$ cat config.mk
export PLATFORM = sky130hd
export DESIGN_NAME = sorted_neighbor_parent_select_top_flat
export DESIGN_NICKNAME = d
export VERILOG_FILES = /design/src/rtl/snps_pkg.sv /design/src/rtl/snps_if.sv /design/src/rtl/snps_cell.sv /design/src/rtl/sorted_neighbor_parent_select_top.sv /design/src/flat_wrapper.sv
export SDC_FILE = /design/constraint.sdc
export NUM_CORES = 2
export LEC_CHECK = 0
export BUFFER_PORTS_ARGS = -buffer_cell sky130_fd_sc_hd__buf_4
export CAP_MARGIN = 20
export CELL_PAD_IN_SITES_DETAIL_PLACEMENT = 0
export CELL_PAD_IN_SITES_GLOBAL_PLACEMENT = 1
export CORE_MARGIN = 3
export CORE_UTILIZATION = 40
export CTS_CLUSTER_SIZE = 24
export DETAILED_ROUTE_END_ITERATION = 12
export GPL_TIMING_DRIVEN = 0
export PLACE_DENSITY_LB_ADDON = 0.1
export SYNTH_ARGS = -nofsm -noshare
export SYNTH_HDL_FRONTEND = slang
export SYNTH_HIERARCHICAL = 1
export SYNTH_SLANG_ARGS = --single-unit
$ cat constraint.sdc
create_clock -name clk -period 11.8 [get_ports clk]
set_clock_uncertainty 0.1 [all_clocks]
set_input_delay 0 -clock clk [delete_from_list [all_inputs] [get_ports clk]]
set_output_delay 0 -clock clk [all_outputs]
set_load 0.01 [all_outputs]
$ cat src/rtl/snps_pkg.sv
// Types, constants and helpers shared by the sorted neighbor parent select block.
package snps_pkg;

    localparam int unsigned ADDR_W = 64;
    localparam int unsigned COST_W = 16;
    localparam int unsigned RANK_W = 16;

    localparam logic [COST_W-1:0] COST_MAX    = 16'hFFFF;
    localparam logic [COST_W-1:0] COST_MIN    = 16'h0000;
    localparam logic [COST_W-1:0] SWITCH_HYST = 16'd2;
    localparam logic [COST_W-1:0] RANK_STEP   = 16'h0100;

    // One neighbor table entry.
    typedef struct packed {
        logic              valid;
        logic [ADDR_W-1:0] addr;
        logic [COST_W-1:0] cost;
        logic [RANK_W-1:0] rank;
    } entry_t;

    localparam entry_t ENTRY_NONE = '0;

    // Operation that every cell of the row performs together.
    typedef enum logic [1:0] {
        CELL_HOLD,
        CELL_CLEAR,
        CELL_REMOVE,
        CELL_INSERT
    } cell_op_t;

    // Command broadcast from the controller to the row of cells.
    typedef struct packed {
        cell_op_t          op;
        logic              act;
        logic [ADDR_W-1:0] addr;
        logic [COST_W-1:0] cost;
        logic [RANK_W-1:0] rank;
    } cell_cmd_t;

    typedef enum logic [2:0] {
        ST_IDLE,
        ST_REMOVE,
        ST_INSERT,
        ST_CLEAR,
        ST_SELECT
    } state_t;

    function automatic logic [RANK_W-1:0] rank_of(input logic [COST_W-1:0] cost);
        if (cost > (COST_MAX - RANK_STEP)) begin
            return COST_MAX;
        end
        return cost + RANK_STEP;
    endfunction

endpackage

$ cat src/rtl/snps_if.sv
// Valid/ready channel interfaces for neighbor items and parent results.
interface snps_in_if;
    logic        valid;
    logic        ready;
    logic        mode;
    logic [63:0] source_address;
    logic [15:0] path_cost;
    logic [15:0] neighbor_rank;

    modport source (output valid, mode, source_address, path_cost, neighbor_rank,
                    input ready);
    modport sink   (input valid, mode, source_address, path_cost, neighbor_rank,
                    output ready);
endinterface

interface snps_out_if;
    logic        valid;
    logic        ready;
    logic        parent_update;
    logic [63:0] parent_address;
    logic [15:0] current_cost;
    logic [15:0] own_rank;

    modport source (output valid, parent_update, parent_address, current_cost, own_rank,
                    input ready);
    modport sink   (input valid, parent_update, parent_address, current_cost, own_rank,
                    output ready);
endinterface

$ cat src/rtl/snps_cell.sv
// One neighbor table cell: holds an entry and trades it with its neighbors.
module snps_cell
    import snps_pkg::*;
(
    input  logic      clk,
    input  logic      rst_n,
    input  cell_cmd_t cmd,
    input  entry_t    left_in,
    input  entry_t    right_in,
    input  logic      match_in,
    output logic      match_out,
    input  logic      ins_in,
    output logic      ins_out,
    output logic      same,
    output entry_t    entry
);

    entry_t entry_reg;
    entry_t entry_next;
    logic   match_here;
    logic   fits;

    assign match_here = entry_reg.valid && (entry_reg.addr == cmd.addr);
    assign match_out  = match_in | match_here;
    // Only the first matching cell reports a same-cost hit.
    assign same       = match_here && !match_in && (entry_reg.cost == cmd.cost);

    assign fits    = !entry_reg.valid || (cmd.cost < entry_reg.cost);
    assign ins_out = ins_in | fits;

    assign entry = entry_reg;

    always_comb
    begin
        entry_next = entry_reg;
        case (cmd.op)
            CELL_HOLD:
            begin
                entry_next = entry_reg;
            end
            CELL_CLEAR:
            begin
                entry_next.valid = 1'b0;
            end
            CELL_REMOVE:
            begin
                // Close the gap: everything from the match onward moves left.
                if (cmd.act && match_out) begin
                    entry_next = right_in;
                end
            end
            CELL_INSERT:
            begin
                if (ins_in) begin
                    entry_next = left_in;
                end else if (fits) begin
                    entry_next = '{valid: 1'b1, addr: cmd.addr, cost: cmd.cost,
                                   rank: cmd.rank};
                end
            end
            default:
            begin
                entry_next = entry_reg;
            end
        endcase
    end

    always_ff @(posedge clk or negedge rst_n)
    begin
        if (!rst_n) begin
            entry_reg <= ENTRY_NONE;
        end else begin
            entry_reg <= entry_next;
        end
    end

endmodule

$ cat src/rtl/sorted_neighbor_parent_select_top.sv
// Top level: neighbor table as a row of cells, controller and result register.
//
//  channel | dir | beat payload
//  --------+-----+-------------------------------------------------------------
//  in_ch   | in  | mode, source_address, path_cost, neighbor_rank
//  out_ch  | out | parent_update, parent_address, current_cost, own_rank
//  cfg     | in  | cfg_wr_en / cfg_wr_data -> is_root (write only)
//
// An update beat goes from accept to a loaded result through accept, remove
// pass, insert pass and select; an update that repeats a known neighbor's
// cost skips the insert pass, and an init beat goes through accept, clear
// and select. The next beat is accepted once the controller is back in idle.
// In each pass every cell hands its entry to a neighbor, with a one-bit
// prefix chain running down the row to find the position.
// Reset empties the table, clears is_root and sets the own cost to 65535.
// A stalled result holds the controller in select; input beats then wait.
module sorted_neighbor_parent_select_top
    import snps_pkg::*;
#(
    parameter int unsigned TABLE_DEPTH = 8
)
(
    input  logic             clk,
    input  logic             rst_n,
    input  logic             cfg_wr_en,
    input  logic             cfg_wr_data,
    snps_in_if.sink          in_ch,
    snps_out_if.source       out_ch
);

    // Controller state and the latched item.
    state_t            state_reg;
    state_t            state_next;
    logic              is_root_reg;
    logic              mode_reg;
    logic [ADDR_W-1:0] addr_reg;
    logic [COST_W-1:0] cost_reg;
    logic [RANK_W-1:0] rank_reg;
    logic              ins_reg;
    logic [COST_W-1:0] own_cost_reg;

    // Result register.
    logic              out_valid_reg;
    logic              out_upd_reg;
    logic [ADDR_W-1:0] out_addr_reg;
    logic [COST_W-1:0] out_cost_reg;
    logic [RANK_W-1:0] out_rank_reg;

    // Row of cells.
    cell_cmd_t              cmd;
    cell_op_t               cell_op;
    entry_t                 ent [TABLE_DEPTH];
    logic [TABLE_DEPTH:0]   match_c;
    logic [TABLE_DEPTH:0]   ins_c;
    logic [TABLE_DEPTH-1:0] same_v;
    logic [TABLE_DEPTH-1:0] valid_v;
    logic [TABLE_DEPTH-2:0] sorted_ok;

    logic              in_acc;
    logic              out_free;
    logic              load_out;
    logic              act;
    logic [COST_W-1:0] best;
    logic              hold_parent;
    logic              take_parent;
    logic [COST_W-1:0] own_cost_sel;

    assign in_acc   = in_ch.valid && in_ch.ready;
    assign out_free = !out_valid_reg || out_ch.ready;
    assign act      = !(|same_v);

    assign match_c[0] = 1'b0;
    assign ins_c[0]   = 1'b0;

    assign cmd = '{op: cell_op, act: act, addr: addr_reg, cost: cost_reg, rank: rank_reg};

    for (genvar i = 0; i < TABLE_DEPTH; i++) begin : g_cell
        entry_t left_e;
        entry_t right_e;

        if (i == 0) begin : g_first
            assign left_e = ENTRY_NONE;
        end else begin : g_left
            assign left_e = ent[i-1];
        end

        if (i == TABLE_DEPTH - 1) begin : g_last
            assign right_e = ENTRY_NONE;
        end else begin : g_right
            assign right_e = ent[i+1];
        end

        snps_cell u_cell (
            .clk       (clk),
            .rst_n     (rst_n),
            .cmd       (cmd),
            .left_in   (left_e),
            .right_in  (right_e),
            .match_in  (match_c[i]),
            .match_out (match_c[i+1]),
            .ins_in    (ins_c[i]),
            .ins_out   (ins_c[i+1]),
            .same      (same_v[i]),
            .entry     (ent[i])
        );

        assign valid_v[i] = ent[i].valid;
    end

    for (genvar i = 0; i < TABLE_DEPTH - 1; i++) begin : g_sorted
        assign sorted_ok[i] = !ent[i+1].valid || (ent[i].cost <= ent[i+1].cost);
    end

    // Parent choice from the head cell, with hysteresis against the own cost.
    assign best        = ent[0].cost;
    assign hold_parent = (own_cost_reg > best) && ((own_cost_reg - best) < SWITCH_HYST);
    assign take_parent = ins_reg && (!hold_parent || (best == COST_MAX));
    assign own_cost_sel = take_parent ? best : own_cost_reg;

    // Next state.
    always_comb
    begin
        state_next = state_reg;
        case (state_reg)
            ST_IDLE:
            begin
                if (in_acc) begin
                    state_next = in_ch.mode ? ST_CLEAR : ST_REMOVE;
                end
            end
            ST_REMOVE:
            begin
                state_next = act ? ST_INSERT : ST_SELECT;
            end
            ST_INSERT:
            begin
                state_next = ST_SELECT;
            end
            ST_CLEAR:
            begin
                state_next = ST_SELECT;
            end
            ST_SELECT:
            begin
                if (out_free) begin
                    state_next = ST_IDLE;
                end
            end
            default:
            begin
                state_next = ST_IDLE;
            end
        endcase
    end

    // Controller outputs.
    always_comb
    begin
        in_ch.ready = 1'b0;
        cell_op     = CELL_HOLD;
        load_out    = 1'b0;
        case (state_reg)
            ST_IDLE:
            begin
                in_ch.ready = 1'b1;
            end
            ST_REMOVE:
            begin
                cell_op = CELL_REMOVE;
            end
            ST_INSERT:
            begin
                cell_op = CELL_INSERT;
            end
            ST_CLEAR:
            begin
                cell_op = CELL_CLEAR;
            end
            ST_SELECT:
            begin
                load_out = out_free;
            end
            default:
            begin
                cell_op = CELL_HOLD;
            end
        endcase
    end

    always_ff @(posedge clk or negedge rst_n)
    begin
        if (!rst_n) begin
            state_reg     <= ST_IDLE;
            is_root_reg   <= 1'b0;
            own_cost_reg  <= COST_MAX;
            ins_reg       <= 1'b0;
            out_valid_reg <= 1'b0;
        end else begin
            state_reg <= state_next;
            if (cfg_wr_en) begin
                is_root_reg <= cfg_wr_data;
            end
            // Track whether the insert pass placed the item; set the own cost on clear and select.
            case (state_reg)
                ST_REMOVE:
                begin
                    ins_reg <= 1'b0;
                end
                ST_INSERT:
                begin
                    ins_reg <= ins_c[TABLE_DEPTH];
                end
                ST_CLEAR:
                begin
                    ins_reg      <= 1'b0;
                    own_cost_reg <= is_root_reg ? COST_MIN : COST_MAX;
                end
                ST_SELECT:
                begin
                    if (out_free) begin
                        own_cost_reg <= own_cost_sel;
                    end
                end
                default:
                begin
                    ins_reg <= ins_reg;
                end
            endcase
            if (load_out) begin
                out_valid_reg <= 1'b1;
            end else if (out_ch.ready) begin
                out_valid_reg <= 1'b0;
            end
        end
    end

    // Payload registers: latch the item on accept, the result on load.
    always_ff @(posedge clk)
    begin
        if (in_acc) begin
            mode_reg <= in_ch.mode;
            addr_reg <= in_ch.source_address;
            cost_reg <= in_ch.path_cost;
            rank_reg <= in_ch.neighbor_rank;
        end
        if (load_out) begin
            out_upd_reg  <= take_parent;
            out_addr_reg <= take_parent ? ent[0].addr : '0;
            out_cost_reg <= own_cost_sel;
            out_rank_reg <= rank_of(own_cost_sel);
        end
    end

    assign out_ch.valid          = out_valid_reg;
    assign out_ch.parent_update  = out_upd_reg;
    assign out_ch.parent_address = out_addr_reg;
    assign out_ch.current_cost   = out_cost_reg;
    assign out_ch.own_rank       = out_rank_reg;

    // An init beat leaves the table empty once the clear pass has run.
    a_init_clears: assert property (@(posedge clk) disable iff (!rst_n)
        in_acc && in_ch.mode |=> ##1 (valid_v == '0))
        else $error("table not empty after init");

    // Valid entries always form a prefix of the row.
    a_valid_prefix: assert property (@(posedge clk) disable iff (!rst_n)
        (valid_v & (valid_v + 1'b1)) == '0)
        else $error("hole in neighbor table");

    // Valid entries stay in ascending cost order.
    a_sorted: assert property (@(posedge clk) disable iff (!rst_n)
        &sorted_ok)
        else $error("neighbor table out of order");

    // An init beat never reports a parent.
    a_init_no_parent: assert property (@(posedge clk) disable iff (!rst_n)
        load_out && mode_reg |-> !take_parent)
        else $error("parent set on init");

endmodule

$ cat src/flat_wrapper.sv
// flat-port wrapper written by rule: the top's interface ports become plain ports
module sorted_neighbor_parent_select_top_flat import snps_pkg::*;
#(
    parameter int unsigned TABLE_DEPTH = 8
)
  (clk, rst_n, cfg_wr_en, cfg_wr_data, in_ch_valid, in_ch_mode, in_ch_source_address, in_ch_path_cost, in_ch_neighbor_rank, in_ch_ready, out_ch_valid, out_ch_parent_update, out_ch_parent_address, out_ch_current_cost, out_ch_own_rank, out_ch_ready);
  snps_in_if in_ch_i ();
  snps_out_if out_ch_i ();
  input  logic clk;
  input  logic rst_n;
  input  logic cfg_wr_en;
  input  logic cfg_wr_data;
  input wire logic [$bits(in_ch_i.valid)-1:0] in_ch_valid;
  input wire logic [$bits(in_ch_i.mode)-1:0] in_ch_mode;
  input wire logic [$bits(in_ch_i.source_address)-1:0] in_ch_source_address;
  input wire logic [$bits(in_ch_i.path_cost)-1:0] in_ch_path_cost;
  input wire logic [$bits(in_ch_i.neighbor_rank)-1:0] in_ch_neighbor_rank;
  output wire logic [$bits(in_ch_i.ready)-1:0] in_ch_ready;
  output wire logic [$bits(out_ch_i.valid)-1:0] out_ch_valid;
  output wire logic [$bits(out_ch_i.parent_update)-1:0] out_ch_parent_update;
  output wire logic [$bits(out_ch_i.parent_address)-1:0] out_ch_parent_address;
  output wire logic [$bits(out_ch_i.current_cost)-1:0] out_ch_current_cost;
  output wire logic [$bits(out_ch_i.own_rank)-1:0] out_ch_own_rank;
  input wire logic [$bits(out_ch_i.ready)-1:0] out_ch_ready;
  assign in_ch_i.valid = in_ch_valid;
  assign in_ch_i.mode = in_ch_mode;
  assign in_ch_i.source_address = in_ch_source_address;
  assign in_ch_i.path_cost = in_ch_path_cost;
  assign in_ch_i.neighbor_rank = in_ch_neighbor_rank;
  assign in_ch_ready = in_ch_i.ready;
  assign out_ch_valid = out_ch_i.valid;
  assign out_ch_parent_update = out_ch_i.parent_update;
  assign out_ch_parent_address = out_ch_i.parent_address;
  assign out_ch_current_cost = out_ch_i.current_cost;
  assign out_ch_own_rank = out_ch_i.own_rank;
  assign out_ch_i.ready = out_ch_ready;
  sorted_neighbor_parent_select_top #(.TABLE_DEPTH(TABLE_DEPTH)) u_core (.clk(clk), .rst_n(rst_n), .cfg_wr_en(cfg_wr_en), .cfg_wr_data(cfg_wr_data), .in_ch(in_ch_i), .out_ch(out_ch_i));
endmodule
==> metrics.md <==
| Metric | Value |
|---|---|
| Status | finished clean |
| DR iter-0 viols | 4,114 |
| Peak VDD IR | about 0.15 mV |
| # IOs | 202 |
| Die height | 384 um |
| DRT antenna net count | 0 |
| Row count | 137 |
| Utilization after layout | 0.484 |
| Placed Area | 0.0625 sq mm |
| Period utilization | 0.934 |
| H-tree levels | 3 |
| Chip width | roughly 380 um |
| Drt wl/cell | roughly 29 um |
| Fin. Hold Viols | 0 |
| Top achievable clock speed | 90.8 MHz |
| Post-Syn Area per Cell | 9.81 sq um |
| Clk buf depth | 3 |
| Slew headroom | 0.233 |
| Port bufs | between 150 and 200 |
| Most frequent cells in the layout | 795 x mux2i_1, 654 x dfrtp_1, 625 x nand2_1, 539 x o21ai_0, 456 x mux2_2 |
| DIE AREA | 0.147 sq mm |
| Post-synthesis instance total | 5,817 |
| First-pass GRT wire length | 347 mm |
| Final cell count without fillers | 8,475 |
| Worst Tran Pin Value | 1.15 ns |
| CP startpoint kind | flip-flop |
| CTS tree | yes |
| Root Driver | clkbuf_16 |
| Req. time, crit path | 12.28 ns |
| Max Fanout on Critical Path | 10 |
| Initial Utilization | 0.406 |
| P&R area growth vs syn | 19.1% |
| Synth warnings | 6 |
| Vias in the first global route | 50,000 |
| Clock buffer count from CTS | 102 |
| Final GP Congestion | 1.03 |
| P per Cell Area | 298 mW/mm^2 |
| Commonest non-fill, non-tap cell in the layout | mux2i_1 |
| Residual DRC count | 0 |
| Antenna violations before repair | 7 |
| Syn Std Cell Area | ~0.057 sq mm |
| Slowest CP cell | or4b_1 |
| Max-slew violation count | 0 |
| Setup crit end kind | flip-flop |
| Inst Count DP | 8,080 |
| Fin worst setup slack | 0.781 ns |
| DR pass1 iterations | 5 |
| Hold Crit Class | in2reg |
| Setup_tns | 0 ns |
| Final #Nets | 6,759 |
| Final Cell Area | 0.0680 sq mm |
| Maxcap violations | 0 |
| Critical path's most frequent cell | clkbuf_1 |
| Setup CP Type | reg2reg |
| Hpwl dp | 192 mm |
| Dpl ws | -3.75 ns |
| Largest net degree at the start of global routing | 106 |
| Leakage Power | 33.0 nW |
| Worst-skew pair later-pin latency | 0.73 ns |
| GRT Util Overall | 0.325 |
| Final Setup Violations | 0 |
| DR vias | 48,700 |
| Minimum clock period after layout | 11.02 ns |
| Max reg flops | 648 |
| Worst-path clk slew | 0.06 ns |
| Unrepaired setup endpoints after global routing | no |
| Clock Sinks | between 800 and 900 |
| Core area | 0.141 sq mm |
| Slowest stage delay, CP | around 0.67 ns |
| Vias per inst | roughly 5.7 |
| WP data arrival | between 10 and 15 ns |
| Fill cells | 13,600 |
| Drt total wl | 245 mm |
| Total global routing overflow | 0 |
| Layout cells sized above 1 | 0.155 |
[path summary, 6_finish.rpt]
path                                                          end  slack, ns  cells after the start                         startpoint
worst max-delay path            u_core/g_cell[7].u_cell/entry[22]       0.78                     31  u_core/g_cell[0].u_cell/entry[30]
worst min-delay path                          u_core/out_ch.valid       0.08                      4                       out_ch_ready
worst max register to register  u_core/g_cell[7].u_cell/entry[22]       0.78                     31  u_core/g_cell[0].u_cell/entry[30]
worst min register to register                     u_core/ins_reg       0.41                      2                     u_core/ins_reg
max in group asynchronous       u_core/g_cell[0].u_cell/entry[90]      10.07                      5                              rst_n
min in group asynchronous       u_core/g_cell[6].u_cell/entry[18]       0.45                      4                              rst_n
[through the flow]
step           hold WS [ns]  total power, mW
2_1_floorplan        -0.396             12.3
6_report             0.0839             20.3
3_3_place_gp         0.0779             16.3
3_5_place_dp        0.00957             16.5
5_1_grt              0.0921             21.3
4_1_cts              0.0395             20.1
[routing by layer]
layer  part of all wire  GRT usage  vias to the layer above
li1                   -          -                    22000
met1               0.42      0.422                    24700
met2               0.48      0.545                     1662
met3              0.075     0.0741                      347
met4              0.026     0.0816                        0
met5                  0          0                        -
[critical path: cells and delay by family (launching register included)]
family | cells | cell delay (ns)
mux | 2 | 0.33
fa+ha+maj | 1 | 0.32
simple gates | 11 | 2.71
compound gates | 2 | 0.23
buf+inv | 15 | 6.65
flops | 1 | 0.52
[layout make-up]
class,instances,area [sq um],share of cell area
inverter,249,935,0.0137
buffer,327,1440,0.0212
sequential,847,22100,0.325
clock inverter,58,637,0.00937
timing repair buffer,428,4440,0.0653
antenna,3,7.51,0.000110
clock buffer,133,2820,0.0415
tap,1876,2350,0.0345
multi-input combinational,4554,33200,0.489
[power breakdown]
group / switching [mW] / internal (mW) / total, mW
Sequential: 2.18 / 4.35 / 6.52
Clock: 1.40 / 1.95 / 3.34
Combinational: 6.08 / 4.33 / 10.4
[timing repair]
action	4_1_cts	5_1_grt
hold buffers	171	0
endpoints found under the setup margin	163	82
resized for setup	7	0
hold endpoints to repair	688	0
setup buffers	29	6
Power figures use the tool's default switching activity.
